File: config.mk
export PLATFORM = sky130hd
export DESIGN_NAME = bgi_front
export DESIGN_NICKNAME = d
export VERILOG_FILES = /design/src/rtl/bgi_pkg.sv /design/src/rtl/bgi_front.sv
export SDC_FILE = /design/constraint.sdc
export NUM_CORES = 1
export LEC_CHECK = 0
export BUFFER_PORTS_ARGS = -buffer_cell sky130_fd_sc_hd__clkbuf_2
export CORE_UTILIZATION = 58
export CTS_CLUSTER_SIZE = 24
export DETAILED_ROUTE_END_ITERATION = 12
export PLACE_DENSITY = 0.85
export SLEW_MARGIN = 10
export SYNTH_ARGS = -nofsm -noshare
export SYNTH_HDL_FRONTEND = slang
export SYNTH_SLANG_ARGS = --single-unit
File: constraint.sdc
create_clock -name aclk -period 4.17 [get_ports aclk]
set_input_delay 0.2085 -clock aclk [delete_from_list [all_inputs] [get_ports aclk]]
set_output_delay 0.2085 -clock aclk [all_outputs]
set_load 0.1 [all_outputs]
File: src/rtl/bgi_pkg.sv
package bgi_pkg;

    localparam int PIXEL_W = 8;
    localparam int INDEX_W = 20;
    localparam int PLANE_W = 2;
    localparam int CFG_W   = 11;
    localparam int TDATA_W = 32;
    localparam int TUSER_W = 3;
    localparam int S_TDATA_W = 8;

    typedef logic [PLANE_W-1:0] plane_t;
    typedef logic [1:0] kind_t;

    localparam plane_t PLANE_RED   = 2'd0;
    localparam plane_t PLANE_GREEN = 2'd1;
    localparam plane_t PLANE_BLUE  = 2'd2;

    localparam kind_t KIND_NONE = 2'd0;
    localparam kind_t KIND_HORZ = 2'd1;
    localparam kind_t KIND_VERT = 2'd2;
    localparam kind_t KIND_QUAD = 2'd3;

    localparam logic REG_COLUMNS = 1'b0;
    localparam logic REG_ROWS    = 1'b1;

    localparam logic [CFG_W-1:0] COLUMNS_RESET = 11'd640;
    localparam logic [CFG_W-1:0] ROWS_RESET    = 11'd480;

    typedef struct packed {
        kind_t               kind;
        logic                parity;
        logic                last_col;
        logic                eof;
        plane_t              plane;
        logic [INDEX_W-1:0]  idx0;
        logic [INDEX_W-1:0]  idx1;
        logic [PIXEL_W-1:0]  pixel;
        logic [PIXEL_W-1:0]  last_green;
    } bgi_item_t;

endpackage

File: src/rtl/bgi_front.sv
module bgi_front import bgi_pkg::*; #(
    parameter int COL_W = 10,
    parameter int ROW_W = 10
) (
    input  logic               aclk,
    input  logic               aresetn,
    input  logic               cfg_restart,
    input  logic [COL_W-1:0]   cols_m1,
    input  logic [ROW_W-1:0]   rows_m1,
    input  logic [INDEX_W-1:0] cols_step,
    input  logic               s_tvalid,
    output logic               s_tready,
    input  logic [PIXEL_W-1:0] pixel,
    input  logic               take,
    output logic               s1_valid,
    output bgi_item_t          s1_item,
    output logic               even_we,
    output logic               odd_we,
    output logic [COL_W-1:0]   wr_addr,
    output logic [PIXEL_W-1:0] wr_data,
    output logic               rd_en,
    output logic [COL_W-1:0]   even_raddr,
    output logic [COL_W-1:0]   odd_raddr
);

    logic [COL_W-1:0]   col_reg;
    logic [ROW_W-1:0]   row_reg;
    logic [INDEX_W-1:0] red_reg;
    logic [INDEX_W-1:0] blue_reg;
    logic [INDEX_W-1:0] base_reg;
    logic [INDEX_W-1:0] prev_reg;
    logic [PIXEL_W-1:0] last_green_reg;
    logic               s1_valid_reg;
    bgi_item_t          s1_reg;

    logic               accept;
    logic               parity;
    logic               is_green;
    logic               is_red;
    logic               last_col;
    logic               last_row;
    logic               c_ge3;
    logic               r_ge3;
    logic [COL_W-1:0]   other_addr;
    bgi_item_t          item_next;

    assign s_tready = !s1_valid_reg || take;
    assign accept   = s_tvalid && s_tready;

    assign parity     = row_reg[0];
    assign is_green   = row_reg[0] ^ col_reg[0];
    assign is_red     = !row_reg[0] && !col_reg[0];
    assign last_col   = (col_reg == cols_m1);
    assign last_row   = (row_reg == rows_m1);
    assign c_ge3      = (32'(col_reg) >= 32'd3);
    assign r_ge3      = (32'(row_reg) >= 32'd3);
    assign other_addr = col_reg + 1'b1;

    always_comb begin
        item_next            = '0;
        item_next.parity     = parity;
        item_next.last_col   = last_col;
        item_next.eof        = last_col && last_row;
        item_next.pixel      = pixel;
        item_next.last_green = last_green_reg;
        item_next.kind       = KIND_NONE;
        if (is_green) begin
            item_next.plane = PLANE_GREEN;
            item_next.idx0  = base_reg + INDEX_W'(col_reg);
            if (row_reg == '0) begin
                item_next.kind = c_ge3 ? KIND_HORZ : KIND_NONE;
            end else if (!parity) begin
                item_next.kind = c_ge3 ? KIND_QUAD : KIND_NONE;
            end else if (r_ge3) begin
                item_next.kind = (col_reg == '0) ? KIND_VERT : KIND_QUAD;
            end
        end else if (is_red) begin
            item_next.plane = PLANE_RED;
            item_next.idx0  = red_reg;
        end else begin
            item_next.plane = PLANE_BLUE;
            item_next.idx0  = blue_reg;
        end
        unique case (item_next.kind)
            KIND_HORZ: item_next.idx1 = INDEX_W'(col_reg) - 1'b1;
            KIND_VERT: item_next.idx1 = prev_reg;
            KIND_QUAD: item_next.idx1 = prev_reg + INDEX_W'(col_reg);
            default:   item_next.idx1 = '0;
        endcase
    end

    assign even_we    = accept && is_green && !parity;
    assign odd_we     = accept && is_green && parity;
    assign wr_addr    = col_reg;
    assign wr_data    = pixel;
    assign rd_en      = accept && is_green;
    assign even_raddr = parity ? other_addr : col_reg;
    assign odd_raddr  = parity ? col_reg : other_addr;

    always_ff @(posedge aclk) begin
        if (!aresetn) begin
            col_reg        <= '0;
            row_reg        <= '0;
            red_reg        <= '0;
            blue_reg       <= '0;
            base_reg       <= '0;
            prev_reg       <= '0;
            last_green_reg <= '0;
            s1_valid_reg   <= 1'b0;
        end else begin
            if (cfg_restart) begin
                col_reg  <= '0;
                row_reg  <= '0;
                red_reg  <= '0;
                blue_reg <= '0;
                base_reg <= '0;
                prev_reg <= '0;
            end else if (accept) begin
                if (is_green) begin
                    last_green_reg <= pixel;
                end
                if (last_col && last_row) begin
                    col_reg  <= '0;
                    row_reg  <= '0;
                    red_reg  <= '0;
                    blue_reg <= '0;
                    base_reg <= '0;
                    prev_reg <= '0;
                end else begin
                    if (is_red) begin
                        red_reg <= red_reg + 1'b1;
                    end
                    if (!is_green && !is_red) begin
                        blue_reg <= blue_reg + 1'b1;
                    end
                    if (last_col) begin
                        col_reg  <= '0;
                        row_reg  <= row_reg + 1'b1;
                        prev_reg <= base_reg;
                        base_reg <= base_reg + cols_step;
                    end else begin
                        col_reg <= col_reg + 1'b1;
                    end
                end
            end
            if (accept) begin
                s1_valid_reg <= 1'b1;
            end else if (take) begin
                s1_valid_reg <= 1'b0;
            end
        end
    end

    always_ff @(posedge aclk) begin
        if (accept) begin
            s1_reg <= item_next;
        end
    end

    assign s1_valid = s1_valid_reg;
    assign s1_item  = s1_reg;

endmodule

### After elaboration in Yosys (flattened, before gate mapping)

Index checks and enable logic that the tools add are counted.

* multiplexer cells: 26
* bitwise operators: 3
* add/subtract/negate cells: 8
* magnitude comparators: 2
* reduce and logical (&&, ||, !) cells: 24
* eq/ne operators: 5

Operators by type and width (number)
* 20-bit two-way mux: 9
* 10-bit two-way mux: 6
* 20-bit case mux with 3 select lines: 1
* 20-bit by 1-bit adder with 20-bit output, second input constant: 2
* 20-bit by 10-bit adder with 20-bit output: 2
* 22-bit two-way mux: 1
* 10-bit by 1-bit adder with 10-bit output, second input constant: 2
* 20-bit adder: 1
* 10-bit == test: 2
* 10-bit by 2-bit greater-or-equal comparator with 1-bit output, second input constant: 2
* 10-bit zero test: 2
* 10-bit by 1-bit subtractor with 11-bit output, second input constant: 1
* 2-bit two-way mux: 5
* 2-bit nonzero test: 4
* 1-bit logical AND: 7
* 2-bit AND reduction: 3
* 1-bit zero test: 5
* 2-bit == test, second input constant: 2
* 1-bit two-way mux: 4
* 3-bit AND reduction: 1
* 2-bit by 1-bit == test with 1-bit output, second input constant: 1
* 1-bit inverter: 2
* 2-bit OR reduction: 1
* 1-bit logical OR: 1
* 1-bit bitwise XOR: 1

* output and inout port bits: 106
* input port bits: 53
* logic and storage cells: 85
* bits in registers: 172

### Longest topological paths before layout

* depth after elaboration: 8
* depth in mapped cells: 12
* gate-level depth less buffers: 10

### Worst setup path before layout

No wires, ideal clock.

* kind: register -> register
* from: register s1_valid_reg (netlist: s1_valid)
* to: register red_reg[1]
* required time: 4.051 ns
* arrival time: 4.468 ns
* library setup time: 0.119 ns
* setup slack: -0.417 ns
* stages on the path, launching flop included: 7
* cells stage by stage: dfxtp_1 > nand2b_1 > nand2_1 > clkinv_1 > clkbuf_1 > nand2_1 > o221a_2

* cells in the longest elaborated chain, start to end: 4

Ends and longest elaborated chain
* start: declaration: RTL line bgi_front.sv:33 `logic s1_valid_reg;`
* start signal: assignment: RTL line bgi_front.sv:109 `s1_valid_reg <= 1'b0;`
* start signal: assignment: RTL line bgi_front.sv:147 `s1_valid_reg <= 1'b1;`
* start signal: assignment: RTL line bgi_front.sv:149 `s1_valid_reg <= 1'b0;`
* 1-bit zero test: RTL line bgi_front.sv:47 `assign s_tready = !s1_valid_reg || take;`
* 1-bit logical OR: RTL line bgi_front.sv:47
* via s_tready: RTL line bgi_front.sv:12 `output logic s_tready,`
* 1-bit logical AND: RTL line bgi_front.sv:48 `assign accept = s_tvalid && s_tready;`
* via accept: RTL line bgi_front.sv:36 `logic accept;`
* 2-bit AND reduction (no line)
* end signal: assignment: RTL line bgi_front.sv:131 `red_reg <= red_reg + 1'b1;`
* end: declaration: RTL line bgi_front.sv:28 `logic [INDEX_W-1:0] red_reg;`

The timed path passes the listed nets, and every way through them passes these cells.
A chain may end at the register's enable or synchronous reset.

==> implementation parameters <==
Parameter                              Value

Power
  P_leak ... 4.78 nW
  Max VDD drop ... 289 uV
  Power per unit of standard cell area ... 325 nW/um^2
  Proportion of power drawn by flip-flops and latches ... 46.3%
  Switching share of power ... 31.1%
  Combinational power share ... 13.4%
  Switching power of the nets ... 1.20 mW
  Internal power ... 2.66 mW
  Power share of the clock group ... 40.3%

Die
  Overall die area ... 18400 sq um
  Floorplan Core Area ... 17400 sq um
  Die Width ... 136 um
  Standard-cell rows ... 48
  Total I/O pin count ... 159
  Starting density of the core ... 59.8%
  Die Y-Extent ... 136 um

Yosys
  Most frequent cells after synthesis ... 127 x sky130_fd_sc_hd__nand2_1, 109 x sky130_fd_sc_hd__dfxtp_1, 105 x sky130_fd_sc_hd__a21oi_1
  Biggest area consumer among synthesized cells ... sky130_fd_sc_hd__dfxtp_1
  Proportion of synthesized chip area in sequential cells ... 39.2%
  Synth Instances ... 1215
  Synth top area share ... 21.0%
  Async S/R FF share, synth ... 0%
  Largest cells by area after synthesis ... sky130_fd_sc_hd__dfxtp_1 21%, sky130_fd_sc_hd__edfxtp_1 18%, sky130_fd_sc_hd__ha_1 5.8%
  YS warnings ... 0
  Seq cells post-synth ... 172
  Most frequent cell after synthesis ... sky130_fd_sc_hd__nand2_1
  Number of nets in the synthesized netlist ... 1319
  Number of unique standard cell types used by synthesis ... 71
  EDFF count, synth ... 63
  Most instantiated flip-flop cell in the synthesis netlist ... sky130_fd_sc_hd__dfxtp_1
  Total standard cell area after synthesis ... 10400 sq um
  Mean instance size in the synthesized netlist ... 8.54 sq um

Placement
  Number of buffers added on ports ... 158
  Number of cells after detailed placement ... 1539
  Total half-perimeter wirelength after legalization and detailed placement ... 20.0 mm
  Post-Place Setup Slack ... 816 ps
  Placer's final routability congestion estimate ... 0.954

Clocking
  Cts bufs inserted ... 17
  Clock network latency to the later pin of the worst-skew pair ... 450 ps
  Total of cells resized after clock tree synthesis ... 0
  Post-CTS Setup Inserts ... 0
  Clock Pin Slew Worst Setup and Hold Paths ... 70 ps
  Hold buffer count at CTS ... 8
  Root cell of the clock tree ... sky130_fd_sc_hd__clkbuf_16
  Number of sinks on the clock net ... 172
  Clock tree from TritonCTS ... yes
  CTS max path bufs ... 2
  H-tree level count ... 4

Critical path
  Crit path buf inv count ... 1
  Launch instance of the worst register-to-register path ... row_reg[5]$_SDFFE_PP0P_
  Crit. End Element ... register
  Worst setup slack for register-to-register paths ... 690 ps
  Worst Reg-to-Reg Cells ... 8
  End point of the critical path ... s1_item[28]$_DFFE_PP_
  Largest driver fanout on the critical path ... 37
  Count of cell instances traversed by the critical path ... 8
  Startpoint Class ... register
  Critical setup path kind ... register to register
  CP top delay family ... simple AND/OR/NAND/NOR gates
  Crit path largest cell delay ... 940 ps
  Endpoint of the worst register-to-register path ... s1_item[28]$_DFFE_PP_
  Data required time of the worst path ... 4480 ps
  Worst setup path startpoint ... row_reg[5]$_SDFFE_PP0P_
  Series of cell instances along the critical path ... nor4_1, nand2_1, o21ai_0, a21o_1, inv_2, nor4_4, a311oi_1, nand3_1
  Arrival @ worst endpoint ... 3790 ps
  Critical Path Slowest Stage Cell ... sky130_fd_sc_hd__nor4_1

Finish
  Core utilization of the finished layout ... 68.6%
  Final non-filler cell total ... 1579
  Antenna cell count ... 0
  Area growth, synth to finish ... 14.7%
  Net count of the finished layout ... 1445
  Max FFs per register ... 63
  Fraction of final layout cells sized beyond drive strength 1 ... 17.2%

Drt
  DRC violation total after the first TritonRoute iteration ... 1249
  Final routed wirelength across all metal layers ... 28.0 mm
  Residual DRC count ... 0
  Via count of the routed design ... 9844
  Ratio of routed vias to standard cells ... 6.23
  Wire per inst ... 17.7 um
  Router iterations before antenna repair ... 5
  Routed Antenna Nets ... 0

Timing
  Final count of negative-setup-slack endpoints ... 0
  Highest attainable clock frequency ... 288 MHz
  Setup TNS after final layout ... 0 ps
  Worst setup margin ... 692 ps
  Setup repair after global routing missed its margin ... no
  Worst hold slack ... 3.43 ps
  Measured slew at the worst slew-check pin ... 1170 ps
  Worst slew slack as a fraction of its limit ... 22.3%
  Number of max-slew violations in the final report ... 0
  Worst clock skew on the final layout ... 8.00 ps
  Number of failing hold endpoints at the final stage ... 0
  Min cycle time layout ... 3480 ps
  Final worst-path cycle share ... 83.4%

Global route
  Number of global-route vias before repair ... 8737
  Antenna violations before repair ... 0
  Largest net degree at the start of global routing ... 51
  Total routing usage reported by global routing ... 30.9%
  Gr ovfl total ... 0
  Global-route wire length before repair ... 44.2 mm

Job
  Max cap viols ... 0

Min path
  Class of the most critical hold timing path ... primary input to register
  Instance count along the most critical hold path ... 3

Run status
  Result of the run ... finished clean
==> worst reg2reg max path, delay by kind of cell, from the launching register on <==
family                 cells  cell delay, ps
AOI/OAI and AO/OA          3             790
buffers and inverters      1             420
DFF                        1             350
and+or+nand+nor            4            1780
==> cell type report <==
type                    count  area, sq um
clock buffers              17          425
fillers                  1373         5450
flip-flops and latches    172         4070
clock inverters            15          149
multi-input cells         928         5820
well taps                 225          282
inverters                  40          150
repair buffers            182         1010
==> through the flow <==
stage                     power, mW  area [sq um]
after floorplan                2.24         10400
after global placement         2.33         11300
after detailed placement       2.34         11300
after CTS                      3.86         11900
after global routing           3.97         11900
final                          3.87         11900
==> per-layer routing <==
layer	track usage, %	wire length, um
met2	47.3	12700
met1	41.7	11500
met3	6.25	2830
met5	0	0
met4	14.5	901
==> power by group through the flow <==
stage | Sequential [mW] | Clock [mW] | Combinational [mW]
2_1_floorplan | 2.06 | 0 | 0.172
6_report | 1.79 | 1.56 | 0.517
3_3_place_gp | 1.83 | 0 | 0.504
3_5_place_dp | 1.83 | 0 | 0.508
4_1_cts | 1.79 | 1.56 | 0.515
5_1_grt | 1.79 | 1.63 | 0.538
==> layout by cell type, fill, tap and decap left out, types with 10 or more instances in the layout <==
cell type / n
sky130_fd_sc_hd__nor3_1: 31
sky130_fd_sc_hd__nor2_1: 102
sky130_fd_sc_hd__nor2b_1: 14
sky130_fd_sc_hd__edfxtp_1: 63
sky130_fd_sc_hd__clkbuf_2: 155
sky130_fd_sc_hd__buf_4: 18
sky130_fd_sc_hd__ha_1: 48
sky130_fd_sc_hd__inv_1: 37
sky130_fd_sc_hd__clkbuf_16: 17
sky130_fd_sc_hd__a21boi_0: 10
sky130_fd_sc_hd__a21oi_1: 105
sky130_fd_sc_hd__a211oi_1: 13
sky130_fd_sc_hd__or3_1: 23
sky130_fd_sc_hd__nand2b_1: 11
sky130_fd_sc_hd__xor2_1: 44
sky130_fd_sc_hd__a31oi_1: 14
sky130_fd_sc_hd__and3_1: 17
sky130_fd_sc_hd__o21ai_0: 63
sky130_fd_sc_hd__nor4_1: 19
sky130_fd_sc_hd__xnor2_1: 46
sky130_fd_sc_hd__nand4_1: 18
sky130_fd_sc_hd__dfxtp_1: 109
sky130_fd_sc_hd__nand2_1: 127
sky130_fd_sc_hd__nand3_1: 76
sky130_fd_sc_hd__a21o_1: 15
==> how the worst min path moves through the flow <==
| stage | startpoint | endpoint | slack (ps) |
|---|---|---|---|
| final | s_tvalid | s1_valid$_SDFFE_PN0P_ | 3 |
| after global routing | s_tvalid | s1_valid$_SDFFE_PN0P_ | 8 |
| after CTS | s_tvalid | s1_valid$_SDFFE_PN0P_ | 1 |
| after detailed placement | pixel[4] | s1_item[12]$_DFFE_PP_ | 420 |
| after global placement | last_green_reg[3]$_SDFFE_PN0P_ | s1_item[3]$_DFFE_PP_ | 420 |
| after floorplan | pixel[2] | s1_item[10]$_DFFE_PP_ | 310 |
==> kinds of logic (layout without fill, tap and decap cells) <==
| logic type | after synthesis | after routing | share of synthesized area, % |
|---|---|---|---|
| simple gates | 491 | 491 | 24.0 |
| compound gates | 283 | 283 | 16.7 |
| buf+inv | 115 | 254 | 4.76 |
| xor+xnor | 90 | 90 | 7.59 |
| fa+ha+maj | 51 | 51 | 6.36 |
| mux | 13 | 13 | 1.30 |
| flops | 172 | 172 | 39.2 |
No activity file was read; power rests on OpenSTA's default activity.
