[src/rtl/bgi_pkg.sv]
package bgi_pkg;

    localparam int PIXEL_W = 8;
    localparam int INDEX_W = 20;
    localparam int PLANE_W = 2;
    localparam int CFG_W   = 11;
    localparam int TDATA_W = 32;
    localparam int TUSER_W = 3;
    localparam int S_TDATA_W = 8;

    typedef logic [PLANE_W-1:0] plane_t;
    typedef logic [1:0] kind_t;

    localparam plane_t PLANE_RED   = 2'd0;
    localparam plane_t PLANE_GREEN = 2'd1;
    localparam plane_t PLANE_BLUE  = 2'd2;

    localparam kind_t KIND_NONE = 2'd0;
    localparam kind_t KIND_HORZ = 2'd1;
    localparam kind_t KIND_VERT = 2'd2;
    localparam kind_t KIND_QUAD = 2'd3;

    localparam logic REG_COLUMNS = 1'b0;
    localparam logic REG_ROWS    = 1'b1;

    localparam logic [CFG_W-1:0] COLUMNS_RESET = 11'd640;
    localparam logic [CFG_W-1:0] ROWS_RESET    = 11'd480;

    typedef struct packed {
        kind_t               kind;
        logic                parity;
        logic                last_col;
        logic                eof;
        plane_t              plane;
        logic [INDEX_W-1:0]  idx0;
        logic [INDEX_W-1:0]  idx1;
        logic [PIXEL_W-1:0]  pixel;
        logic [PIXEL_W-1:0]  last_green;
    } bgi_item_t;

endpackage

[src/rtl/bgi_out.sv]
module bgi_out import bgi_pkg::*; (
    input  logic               aclk,
    input  logic               aresetn,
    input  logic               s1_valid,
    input  bgi_item_t          s1_item,
    output logic               take,
    input  logic [PIXEL_W-1:0] even_rdata,
    input  logic [PIXEL_W-1:0] odd_rdata,
    output logic               m_tvalid,
    input  logic               m_tready,
    output logic [TDATA_W-1:0] m_tdata,
    output logic [TUSER_W-1:0] m_tuser,
    output logic               m_tlast
);

    logic               valid_reg;
    logic               sel_reg;
    logic               has2_reg;
    logic               eof_reg;
    plane_t             plane_reg;
    logic [INDEX_W-1:0] idx0_reg;
    logic [INDEX_W-1:0] idx1_reg;
    logic [PIXEL_W-1:0] val0_reg;
    logic [PIXEL_W-1:0] val1_reg;
    logic [PIXEL_W-1:0] left_reg;

    logic [PIXEL_W-1:0] up;
    logic [PIXEL_W-1:0] oth;
    logic [PIXEL_W-1:0] right;
    logic [PIXEL_W-1:0] pair_a;
    logic [PIXEL_W+1:0] quad_sum;
    logic [PIXEL_W:0]   pair_sum;
    logic [PIXEL_W-1:0] val1_next;
    logic               last_beat;
    logic               done;

    assign up     = s1_item.parity ? odd_rdata : even_rdata;
    assign oth    = s1_item.parity ? even_rdata : odd_rdata;
    assign right  = s1_item.last_col ? left_reg : oth;
    assign pair_a = (s1_item.kind == KIND_HORZ) ? s1_item.last_green : up;

    assign quad_sum = (PIXEL_W+2)'(2) + (PIXEL_W+2)'(up) + (PIXEL_W+2)'(left_reg)
                    + (PIXEL_W+2)'(s1_item.pixel) + (PIXEL_W+2)'(right);
    assign pair_sum = (PIXEL_W+1)'(1) + (PIXEL_W+1)'(pair_a) + (PIXEL_W+1)'(s1_item.pixel);
    assign val1_next = (s1_item.kind == KIND_QUAD) ? quad_sum[PIXEL_W+1:2]
                                                   : pair_sum[PIXEL_W:1];

    assign last_beat = !has2_reg || sel_reg;
    assign done      = valid_reg && m_tready && last_beat;
    assign take      = s1_valid && (!valid_reg || done);

    always_ff @(posedge aclk) begin
        if (!aresetn) begin
            valid_reg <= 1'b0;
            sel_reg   <= 1'b0;
        end else if (take) begin
            valid_reg <= 1'b1;
            sel_reg   <= 1'b0;
        end else if (done) begin
            valid_reg <= 1'b0;
        end else if (valid_reg && m_tready) begin
            sel_reg <= 1'b1;
        end
    end

    always_ff @(posedge aclk) begin
        if (take) begin
            has2_reg  <= (s1_item.kind != KIND_NONE);
            eof_reg   <= s1_item.eof;
            plane_reg <= s1_item.plane;
            idx0_reg  <= s1_item.idx0;
            idx1_reg  <= s1_item.idx1;
            val0_reg  <= s1_item.pixel;
            val1_reg  <= val1_next;
            if (s1_item.plane == PLANE_GREEN) begin
                left_reg <= oth;
            end
        end
    end

    assign m_tvalid = valid_reg;
    assign m_tdata  = {(TDATA_W-INDEX_W-PIXEL_W)'(0),
                       sel_reg ? val1_reg : val0_reg,
                       sel_reg ? idx1_reg : idx0_reg};
    assign m_tuser  = {last_beat, sel_reg ? PLANE_GREEN : plane_reg};
    assign m_tlast  = eof_reg && last_beat;

endmodule
[config.mk]
export PLATFORM = sky130hd
export DESIGN_NAME = bgi_out
export DESIGN_NICKNAME = d
export VERILOG_FILES = /design/src/rtl/bgi_pkg.sv /design/src/rtl/bgi_out.sv
export SDC_FILE = /design/constraint.sdc
export NUM_CORES = 1
export LEC_CHECK = 0
export BUFFER_PORTS_ARGS = -buffer_cell sky130_fd_sc_hd__buf_2
export CAP_MARGIN = 20
export CORE_MARGIN = 8
export CORE_UTILIZATION = 56
export DETAILED_ROUTE_END_ITERATION = 6
export PLACE_DENSITY = 0.86
export SYNTH_ARGS = -nofsm -noshare
export SYNTH_HDL_FRONTEND = slang
export SYNTH_SLANG_ARGS = --single-unit
[constraint.sdc]
create_clock -name aclk -period 8 [get_ports aclk]
set_clock_uncertainty 0.05 [all_clocks]
set_input_delay 0.4 -clock aclk [delete_from_list [all_inputs] [get_ports aclk]]
set_output_delay 0.4 -clock aclk [all_outputs]
set_load 0.02 [all_outputs]
== Word-level counts from Yosys, hierarchy flattened ==
Index checks and enable logic that the tools add are counted.
W data, S select, Z words.
Operators by class
  multiplexer cells: 10
  equality and inequality tests: 3
  bitwise logic cells: 2
  add/sub/neg operators: 6
  reductions and logical operators: 13
Operators by type and width (count)
  $mux W8: 6
  $add A10 B8 Y10: 2
  $mux W20: 1
  $add A9 B8 Y10: 1
  $add A1 B8 Y9 const A: 1
  $add A2 B8 Y9 const A: 1
  $add A9 B8 Y9: 1
  $eq A2 B1 Y1 const B: 2
  $logic_and A1 B1 Y1: 4
  $reduce_and A2 Y1: 2
  $reduce_bool A2 Y1: 2
  $eq A2 B2 Y1 const B: 1
  $logic_not A1 Y1: 2
  $logic_or A1 B1 Y1: 2
  $mux W1: 2
  $mux W2: 1
  $not A1 Y1: 2
  $reduce_or A2 Y1: 1
Storage, ports and cells
  input bits: 83
  output and inout port bits: 38
  word-level logic and storage cells: 44
  flip-flop bits (word level): 70

== Longest topological paths before layout ==
Gate-level depths: netlist (run 1).
  word-level depth: 6
  depth in mapped cells: 13
  depth with buffers taken out: 11

== Worst setup path after synthesis (run 1) ==
No wires, ideal clock.
  kind: flip-flop to flip-flop
  from: register sel_reg
  to: register left_reg[0], enable pin
  data arrival time: 4.463 ns
  setup time: 0.336 ns
  stages on the path, launching flop included: 5
  data required time: 7.614 ns
  period minus slack after synthesis: 4.849 ns
  path slack: 3.151 ns
  path buffers: 0
  cell sequence: dfxtp_1 nand2b_1 nand2_1 a21oi_1 and3b_1
On the way
  word-level cells in the longest chain between the ends: 5
Ends and longest elaborated chain
  from (decl): line bgi_out.sv:17  | logic sel_reg;
  from (signal assigned): line bgi_out.sv:55  | sel_reg <= 1'b0;
  from (signal assigned): line bgi_out.sv:58  | sel_reg <= 1'b0;
  from (signal assigned): line bgi_out.sv:62  | sel_reg <= 1'b1;
  $logic_or A1 B1 Y1: line bgi_out.sv:48  | assign last_beat = !has2_reg || sel_reg;
  via last_beat: line bgi_out.sv:34  | logic last_beat;
  $logic_and A1 B1 Y1: line bgi_out.sv:49  | assign done = valid_reg && m_tready && last_beat;
  $logic_or A1 B1 Y1: line bgi_out.sv:50  | assign take = s1_valid && (!valid_reg || done);
  $logic_and A1 B1 Y1: line bgi_out.sv:50
  via take: line bgi_out.sv:6  | output logic take,
  $reduce_and A2 Y1 (no line)
  to (signal assigned): line bgi_out.sv:76  | left_reg <= oth;
  to (decl): line bgi_out.sv:25  | logic [PIXEL_W-1:0] left_reg;
The timed path passes the listed nets, and every way through them passes these cells.
A chain may end at the register's enable or synchronous reset.

== Final worst setup path (run 1) ==
  from: input s1_item[60] (netlist name)
  to: register val1_reg[7], data pin
On the way
  word-level cells in the longest chain between the ends: 6
  elaborated cells on any way between the ends: 11
  those cells by class: add/sub: 6; mux: 5
Ends and longest elaborated chain
  from (decl): line bgi_out.sv:5  | input bgi_item_t s1_item,
  $mux W8: line bgi_out.sv:37  | assign up = s1_item.parity ? odd_rdata : even_rdata;
  $add A2 B8 Y9: line bgi_out.sv:42  | assign quad_sum = (PIXEL_W+2)'(2) + (PIXEL_W+2)'(up) + (PIXEL_W+2)'(left_reg)
  $add A9 B8 Y10: line bgi_out.sv:42
  $add A10 B8 Y10 (2 in series): line bgi_out.sv:43  | + (PIXEL_W+2)'(s1_item.pixel) + (PIXEL_W+2)'(right);
  $mux W8 (*): line bgi_out.sv:45  | assign val1_next = (s1_item.kind == KIND_QUAD) ? quad_sum[PIXEL_W+1:2]
  via val1_next[7]: line bgi_out.sv:33  | logic [PIXEL_W-1:0] val1_next;
  to (signal assigned): line bgi_out.sv:74  | val1_reg <= val1_next;
  to (decl): line bgi_out.sv:24  | logic [PIXEL_W-1:0] val1_reg;
Mark *: on every way through the listed nets, which the timed path passes. The rest lies on a longest branch.

==> results of run 1 <==
-- layout by cell type (no fill, tap or decap), types with 2 or more instances in the layout --
cell type and count:
buf_2 116, edfxtp_1 68, mux2_2 39, inv_1 34
fa_1 16, ha_1 16, nand2_1 13, mux2i_1 13
nor2_1 13, a21oi_1 10, clkbuf_8 9, nor3_1 8
o21ai_0 8, nand3_1 6, o31ai_1 4, xor2_1 4
nor2b_1 4, conb_1 4, and2_1 3, a211oi_1 3
clkinvlp_4 3, nand2b_1 2, or2_2 2, a21o_1 2
nand3b_1 2, xnor2_1 2, inv_6 2, dfxtp_1 2
buf_4 2
-- critical path: cells and delay by family --
family	cells	cell delay, ps
AOI/OAI and AO/OA	5	1200
adders and majority gates	3	1390
buffers and inverters	2	360
muxes	1	370
and+or+nand+nor	1	190
-- logic make-up (layout without fill, tap and decap cells) --
| family | Yosys count | count (layout) | synth area share |
|---|---|---|---|
| AOI/OAI and AO/OA | 42 | 42 | 0.0737 |
| other | 1 | 4 | 0.000928 |
| xor gates and xnor gates | 6 | 6 | 0.0130 |
| adders and majority gates | 32 | 32 | 0.129 |
| and+or+nand+nor | 57 | 57 | 0.0731 |
| muxes | 53 | 53 | 0.145 |
| DFF | 70 | 70 | 0.515 |
| buffers and inverters | 47 | 168 | 0.0502 |
-- per-layer routing --
layer,vias up,routed length (um),global-route usage
li1,1349,-,-
met1,1354,3940,0.221
met2,115,4310,0.292
met3,9,723,0.0566
met4,0,69,0.0447
met5,-,0,0
-- worst paths after layout --
kind,end,slack (ps),startpoint,cells after the start
setup / recovery,val1_reg[7]$_DFFE_PP_,4130,s1_item[60],12
hold / removal,idx1_reg[15]$_DFFE_PP_,180,s1_item[31],1
setup reg to reg,val1_reg[7]$_DFFE_PP_,4440,left_reg[3]$_DFFE_PP_,11
hold reg to reg,m_tvalid$_SDFFE_PN0P_,570,m_tvalid$_SDFFE_PN0P_,2
-- metrics by stage --
step	hold slack [ps]	utilization
after floorplan	449	-
after global placement	526	0.659
after detailed placement	528	0.659
after CTS	165	0.687
after global routing	157	0.687
final	181	0.687
-- synthesized netlist by cell type (all sizes together), types with 2 or more instances --
cell type and instances:
edfxtp 68, mux2 40, inv 34, fa 16, ha 16, mux2i 13, nand2 13, nor2 13
a21oi 11, buf 9, nor3 8, o21ai 8, nand3 6, clkbuf 4, nor2b 4, o31ai 4
xor2 4, a211oi 3, and2 3, a21o 2, a31oi 2, dfxtp 2, nand2b 2, nand3b 2
or2 2, xnor2 2
-- final cells by class --
class / count / area, um2 / area share
multi-input cells: 194 / 1780 / 0.362
flip-flops and latches: 70 / 2080 / 0.425
inverters: 34 / 128 / 0.0260
clock inverters: 6 / 70.1 / 0.0143
repair buffers: 118 / 596 / 0.121
clock buffers: 10 / 128 / 0.0260
well taps: 99 / 124 / 0.0253
-- power breakdown --
part           total [mW]  leakage (nW)  switching, mW  internal (mW)
sequential          0.442         0.665        0.00680          0.435
clock               0.286        0.0895          0.139          0.146
combinational       0.284          1.37          0.163          0.121
total                1.01          2.12          0.309          0.702
==> flow_summary.yaml, run 1 <==
status:
  status: "completed"
die:
  start_util: 0.566
  die_y_um: 101
  fp.dieArea_mm2: 0.0102
  boundaryPins: 121
  die_w_um: 101
  core_mm2: 0.00714
  rows: 31
place:
  hpwl_um: 7210
  io_buffers: 116
  gp_congestion: 0.807
  placed_area_mm2: 0.00471
  place_ws_ps: 3770
  place_inst: 515
clock_tree:
  postCtsHoldBufs: 0
  cts_setup_buffers: 0
  cts_root_buf: "clkbuf_8"
  numCtsBuffers: 9
  cts_resized: 0
  insertion_delay_ps: 340
  cts_tree: "built"
  clock_path_buffers: 2
  cts.clk_slew.worst_paths_ps: 80
  cts.sinks: 70
  htreeDepth: 3
global_route:
  antenna_found_initial: 0
  grt_pass1_wl_um: 14100
  grt_pass1_vias: 2914
  grt_max_degree: 37
  grt_use_total: 0.178
  grt_overflow_total: 0
timing:
  rsz0062_at_grt: "no"
  fmax_mhz: 258
  layout_setup_ws_ps: 4130
  drv_slew: 0
  fin_crit_sh: 0.484
  tns_ps: 0
  hold_viol: 0
  maxSlewHeadroom: 0.471
  setup_viol_count_final: 0
  min_period_ps: 3870
  tightest_slew_ps: 792
logic_synthesis:
  ys_ff_latch: 70
  ys.flop_type: "edfxtp_1"
  yosysTopAreaCellShare: 0.506
  syn_area_per_cell_um2: 13.1
  synth_async_sr_flop_share: 0
  ys_top_cells_by_area: "edfxtp_1 51%, mux2_2 11%, fa_1 7.9%, ha_1 5.0%, mux2i_1 3.2%"
  synth_edf_count: 68
  yosysSeqAreaShare: 0.515
  postSynthCellCount: 308
  netlist_area_mm2: 0.00404
  yosys.area.top_type: "edfxtp_1"
  yosys_warnings: 0
  yosysUniqueCellTypes: 47
final_layout:
  postLayoutCellArea_mm2: 0.00490
  area_delta_synth_final_pct: 21.4
  finalNonFillerCells: 531
  nFillCells: 572
  drive_above_1_share: 0.414
  nets: 542
  antenna_cells: 0
worst_setup_path:
  cp_max_fo: 16
  slowest_delay_ps: 550
  start_kind: "primary input"
  crit_top_cell: "fa_1"
  path_cells: "buf_2 > mux2i_1 > fa_1 > fa_1 > inv_1 > ha_1 > and2_1 > a22oi_1 > a31oi_4 > a41o_1 > o21a_1 > o31a_1"
  worstPathArrival_ps: 3910
  critPathKind: "in2reg"
  critPathSlowestCell: "fa_1"
  end_kind: "flip-flop"
  cp.required_ps: 8040
route:
  via_count: 2827
  wire_per_inst_um: 17.0
  wirelength_um: 9040
  drc: 0
  antenna_left: 0
  initialDrtViolationCount: 112
  vias_per_cell: 5.32
  drt_first_pass_iters: 4
power_and_ir_drop:
  peakVddDrop_mv: 0.0830
  p_leak_nw: 2.12
  powerDensity_mw_per_mm2: 206
  total_power_mw: 1.01
min_path:
  hp-class: "in2reg"
run:
  maxCapViolations: 0
Note: power is estimated with default switching activity, not from simulation.
==> run 2, diff against run 1 <==
--- a/config.mk
+++ b/config.mk
@@ -8,9 +8,9 @@
 export BUFFER_PORTS_ARGS = -buffer_cell sky130_fd_sc_hd__buf_2
 export CAP_MARGIN = 20
 export CORE_MARGIN = 8
-export CORE_UTILIZATION = 56
+export CORE_UTILIZATION = 52
 export DETAILED_ROUTE_END_ITERATION = 6
-export PLACE_DENSITY = 0.86
+export PLACE_DENSITY = 0.8
 export SYNTH_ARGS = -nofsm -noshare
 export SYNTH_HDL_FRONTEND = slang
 export SYNTH_SLANG_ARGS = --single-unit
==> constraint.sdc (replaced) <==
create_clock -name aclk -period 3.9 [get_ports aclk]
set_clock_uncertainty 0.05 [all_clocks]
set_input_delay 0.195 -clock aclk [delete_from_list [all_inputs] [get_ports aclk]]
set_output_delay 0.195 -clock aclk [all_outputs]
set_load 0.02 [all_outputs]
==> run 2 against run 1 <==
Register-to-register slack worse by 4100 ps. Clock-buffer cell count fell by 1. Sequential share of layout area down 3.7 points. Global-route usage up 0.83 points. Sequential cell count unchanged. Clock power up 110%. Combinational power is 120% higher. Routed wire length is 11% higher. First-iteration DRC count increased by 38%. Final cell count increased by 9.4%. Utilization up 1.9 points. Non-clock buffer count increased by 47. Critical path type is now reg2reg.
==> flow_summary.yaml, run 2 (synthesized netlist as in run 1, its figures left out) <==
power_and_ir_drop:
  p_int_mw: 1.47
  p_seq_frac: 0.429
  p_sw_frac: 0.307
  comb_power_share: 0.294
  p_sw_uw: 650
  pwr-share-clk: 0.278
  p_leak_nw: 2.32
  peakVddDrop_mv: 0.248
  powerDensity_mw_per_mm2: 394
worst_setup_path:
  worstPathArrival_ps: 3600
  critPathKind: "reg2reg"
  cp_max_fo: 3
  r2r-start: "left_reg[2]$_DFFE_PP_"
  r2r_setup_slack_ps: 340
  end_kind: "flip-flop"
  crit_path_start: "left_reg[2]$_DFFE_PP_"
  cp.required_ps: 3950
  start_kind: "flip-flop"
  worst_r2r_path_depth: 11
final_layout:
  drive_above_1_share: 0.380
  antenna_cells: 0
  nFillCells: 549
  final_common_cell: "buf_2"
  mostFrequentLayoutCells: "116 x buf_2, 68 x edfxtp_1, 44 x dlygate4sd3_1"
  area_delta_synth_final_pct: 33.0
  postLayoutCellArea_mm2: 0.00537
  nets: 589
timing:
  whs_ps: 28.0
  maxSlewHeadroom: 0.628
  tns_ps: 0
  rsz0062_at_grt: "no"
  tightest_slew_ps: 556
  fin_crit_sh: 0.912
  setup_viol_count_final: 0
  hold_viol: 0
  drv_slew: 0
  min_period_ps: 3560
  fmax_mhz: 281
route:
  drc: 0
  vias_per_cell: 5.21
  wire_per_inst_um: 17.2
  wirelength_um: 10000
  via_count: 3028
  drt_first_pass_iters: 4
  initialDrtViolationCount: 155
  antenna_left: 0
global_route:
  grt_max_degree: 45
  grt_use_total: 0.186
  grt_pass1_wl_um: 16100
  grt_pass1_vias: 3195
  grt_overflow_total: 0
  antenna_found_initial: 0
clock_tree:
  cts_root_buf: "clkbuf_8"
  cts.sinks: 70
  cts_tree: "built"
  clock_path_buffers: 2
  insertion_delay_ps: 340
  htreeDepth: 3
  cts.clk_slew.worst_paths_ps: 80
  numCtsBuffers: 9
place:
  io_buffers: 116
  gp_congestion: 0.837
  hpwl_um: 7020
  placed_area_mm2: 0.00473
die:
  boundaryPins: 121
  die_y_um: 104
  core_mm2: 0.00761
  start_util: 0.531
  rows: 32
  fp.dieArea_mm2: 0.0108
  die_w_um: 104
min_path:
  hold-path-cell-count: 1
  hp-class: "in2reg"
  worst_hold_startpoint: "s1_item[14]"
run:
  maxCapViolations: 0
status:
  status: "completed"
## run 2: metrics by stage
| stage | total power [mW] | setup WS (ps) | util | instances |
|---|---|---|---|---|
| final | 2.12 | 343 | 0.706 | 581 |
| after global routing | 2.24 | 175 | 0.706 | 581 |
| after CTS | 2.12 | 336 | 0.705 | 580 |
| after detailed placement | 1.50 | 45.1 | 0.622 | 521 |
| after global placement | 1.48 | 214 | 0.622 | 521 |
| after floorplan | 1.34 | 148 | - | 311 |
## run 2: worst paths after layout
| kind | end |
|---|---|
| worst min register to register | m_tvalid$_SDFFE_PN0P_ |
| worst min-delay path | val0_reg[6]$_DFFE_PP_ |
| worst max register to register | val1_reg[7]$_DFFE_PP_ |
| worst max-delay path | val1_reg[7]$_DFFE_PP_ |
## run 2: power by group through the flow
stage | Clock [mW] | Sequential (mW) | Combinational [mW]
final | 0.588 | 0.907 | 0.622
after global routing | 0.633 | 0.912 | 0.692
after CTS | 0.594 | 0.907 | 0.617
after detailed placement | 0 | 0.924 | 0.580
after global placement | 0 | 0.920 | 0.556
after floorplan | 0 | 0.921 | 0.424
## run 2: area by class of cell
type	instances	area (um2)	area share
Clock buffer	9	124	0.0231
Inverter	34	128	0.0238
Tap cell	102	128	0.0238
Clock inverter	7	73.8	0.0137
Timing Repair Buffer	165	1060	0.197
Sequential cell	70	2080	0.388
Multi-Input combinational cell	194	1780	0.331
## run 2: critical path, cell delays in order, from the launching register on
cell	delay (ps)
edfxtp_1	390
inv_1	90
fa_1	450
fa_1	540
inv_1	40
ha_1	320
and2_1	210
a22oi_1	340
a31oi_4	140
a41o_1	300
o21a_1	190
o31a_1	240
## run 2: timing repair
item                                   CTS  global route
resized for setup                        0             0
endpoints found under the hold margin   43             1
hold buffers                            43             1
setup buffers                            0             0
## run 2: per-layer routing
metal,vias up,global-route usage,share of wire
li1,1443,-,-
met1,1444,0.232,0.45
met2,122,0.305,0.47
met3,19,0.0421,0.054
met4,0,0.0755,0.024
met5,-,0,0
==> run 3, diff against run 2 <==
--- a/config.mk
+++ b/config.mk
@@ -9,6 +9,7 @@
 export CAP_MARGIN = 20
 export CORE_MARGIN = 8
 export CORE_UTILIZATION = 52
+export CTS_CLUSTER_SIZE = 8
 export DETAILED_ROUTE_END_ITERATION = 6
 export PLACE_DENSITY = 0.8
 export SYNTH_ARGS = -nofsm -noshare
==> constraint.sdc (replaced) <==
create_clock -name aclk -period 3.9 [get_ports aclk]
set_clock_uncertainty 0.05 [all_clocks]
set_input_delay 0.975 -clock aclk [delete_from_list [all_inputs] [get_ports aclk]]
set_output_delay 0.975 -clock aclk [all_outputs]
set_load 0.02 [all_outputs]
==> run 3 against run 2 <==
Worst setup slack lost 200 ps. Critical path type is now in2reg. Clock power decreased by 1%. Largest cell class unchanged. Cell area decreased by 4.3%. Fmax down 5.3%. Critical path depth up 1. Die area is the same. Non-clock buffer count is 28 lower. Worst hold slack improved by 510 ps. Utilization is 3.0 points lower. Total power is 2.3% higher. Clock-buffer cell count increased by 1. Routed wire length shrank 8.1%.
==> flow_summary.yaml, run 3 (synthesized netlist as in run 1, its figures left out) <==
power_and_ir_drop:
  powerDensity_mw_per_mm2: 421
  p_leak_nw: 2.23
  total_power_mw: 2.17
  peakVddDrop_mv: 0.213
final_layout:
  final_common_cell: "buf_2"
  finalNonFillerCells: 553
  drive_above_1_share: 0.461
  mostFrequentLayoutCells: "115 x buf_2, 68 x edfxtp_1, 39 x mux2_2"
  postLayoutCellArea_mm2: 0.00514
  nets: 561
  post-route-util: 0.675
  antenna_cells: 0
  area_delta_synth_final_pct: 27.2
route:
  vias_per_cell: 5.17
  via_count: 2857
  antenna_left: 0
  initialDrtViolationCount: 103
  drc: 0
  drt_first_pass_iters: 4
  wire_per_inst_um: 16.6
  wirelength_um: 9200
timing:
  hold_viol: 0
  maxSlewHeadroom: 0.609
  rsz0062_at_grt: "no"
  fmax_mhz: 266
  fin_crit_sh: 0.963
  tightest_slew_ps: 585
  min_period_ps: 3750
  setup_viol_count_final: 0
  layout_setup_ws_ps: 146
  drv_slew: 0
place:
  io_buffers: 116
  place_inst: 537
  placed_area_mm2: 0.00492
  hpwl_um: 7510
  gp_congestion: 0.831
  place_ws_ps: -387
global_route:
  grt_use_total: 0.177
  antenna_found_initial: 0
  grt_pass1_vias: 3105
  grt_max_degree: 38
  grt_pass1_wl_um: 15300
  grt_overflow_total: 0
die:
  die_w_um: 104
  core_mm2: 0.00761
  rows: 32
  fp.dieArea_mm2: 0.0108
  die_y_um: 104
  boundaryPins: 121
  start_util: 0.531
clock_tree:
  postCtsHoldBufs: 0
  cts_tree: "built"
  cts_root_buf: "clkbuf_8"
  cts.sinks: 70
  clock_path_buffers: 2
  numCtsBuffers: 9
  cts.clk_slew.worst_paths_ps: 80
  insertion_delay_ps: 340
  htreeDepth: 3
  cts_setup_buffers: 0
worst_setup_path:
  critPathKind: "in2reg"
  cp.required_ps: 3940
  worstPathArrival_ps: 3800
  end_kind: "flip-flop"
  start_kind: "primary input"
  cp_max_fo: 10
status:
  status: "completed"
min_path:
  hp-class: "reg2reg"
run:
  maxCapViolations: 0
## run 3: cell types whose count changed in the layout (fill, tap and decap cells not counted), moves of 2 or more
cell	change
dlygate4sd3_1	-44
buf_4	+15
mux2i_4	+2
clkinvlp_4	-3
clkinv_4	+2
mux2i_1	-3
inv_1	-2
ha_4	+2
inv_2	+2
ha_1	-2
## run 3: where the power goes
part | internal [mW] | total (mW) | switching (mW) | leakage (nW)
combinational | 0.321 | 0.678 | 0.357 | 1.47
sequential | 0.892 | 0.907 | 0.0144 | 0.665
clock | 0.300 | 0.581 | 0.281 | 0.101
## run 3: area by class of cell
type / count / area (um2)
Clock buffer: 10 / 128
Clock inverter: 6 / 70.1
Fill cell: 577 / 2470
Inverter: 34 / 128
Multi-Input combinational cell: 194 / 1840
Sequential cell: 70 / 2080
Tap cell: 102 / 128
Timing Repair Buffer: 137 / 761
## run 3: worst paths after layout
kind                                       startpoint                    end  slack [ps]  cells after the start
worst min register to register  m_tvalid$_SDFFE_PN0P_  m_tvalid$_SDFFE_PN0P_         540                      2
worst min-delay path            m_tvalid$_SDFFE_PN0P_  m_tvalid$_SDFFE_PN0P_         540                      2
worst max-delay path                      s1_item[60]  val1_reg[7]$_DFFE_PP_         150                     12
worst max register to register  left_reg[3]$_DFFE_PP_  val1_reg[7]$_DFFE_PP_         660                     11
## run 3: stage by stage
step           setup TNS [ps]  hold WS [ps]
3_5_place_dp            -1460           534
2_1_floorplan            -404           552
3_3_place_gp             -925           534
4_1_cts                     0           542
5_1_grt                     0           570
6_report                    0           541
## run 3: per-layer routing
layer	global-route usage	wire length, um
met5	0	0
met4	0.0755	193
met3	0.0372	364
met2	0.310	4710
met1	0.204	3930
## run 3: critical path: stages
cell and delay, ps:
buf_8 100, buf_12 130, mux2i_1 270, fa_1 500, fa_1 540, inv_1 40, ha_1 330, a21oi_1 150
a21boi_0 100, a41o_1 230, o21a_1 180, o31a_1 230
## run 3: repair_timing
action                                  4_1_cts  5_1_grt
gates resized for setup                       1        4
pin swaps                                     1        6
endpoints found under the setup margin        1        3
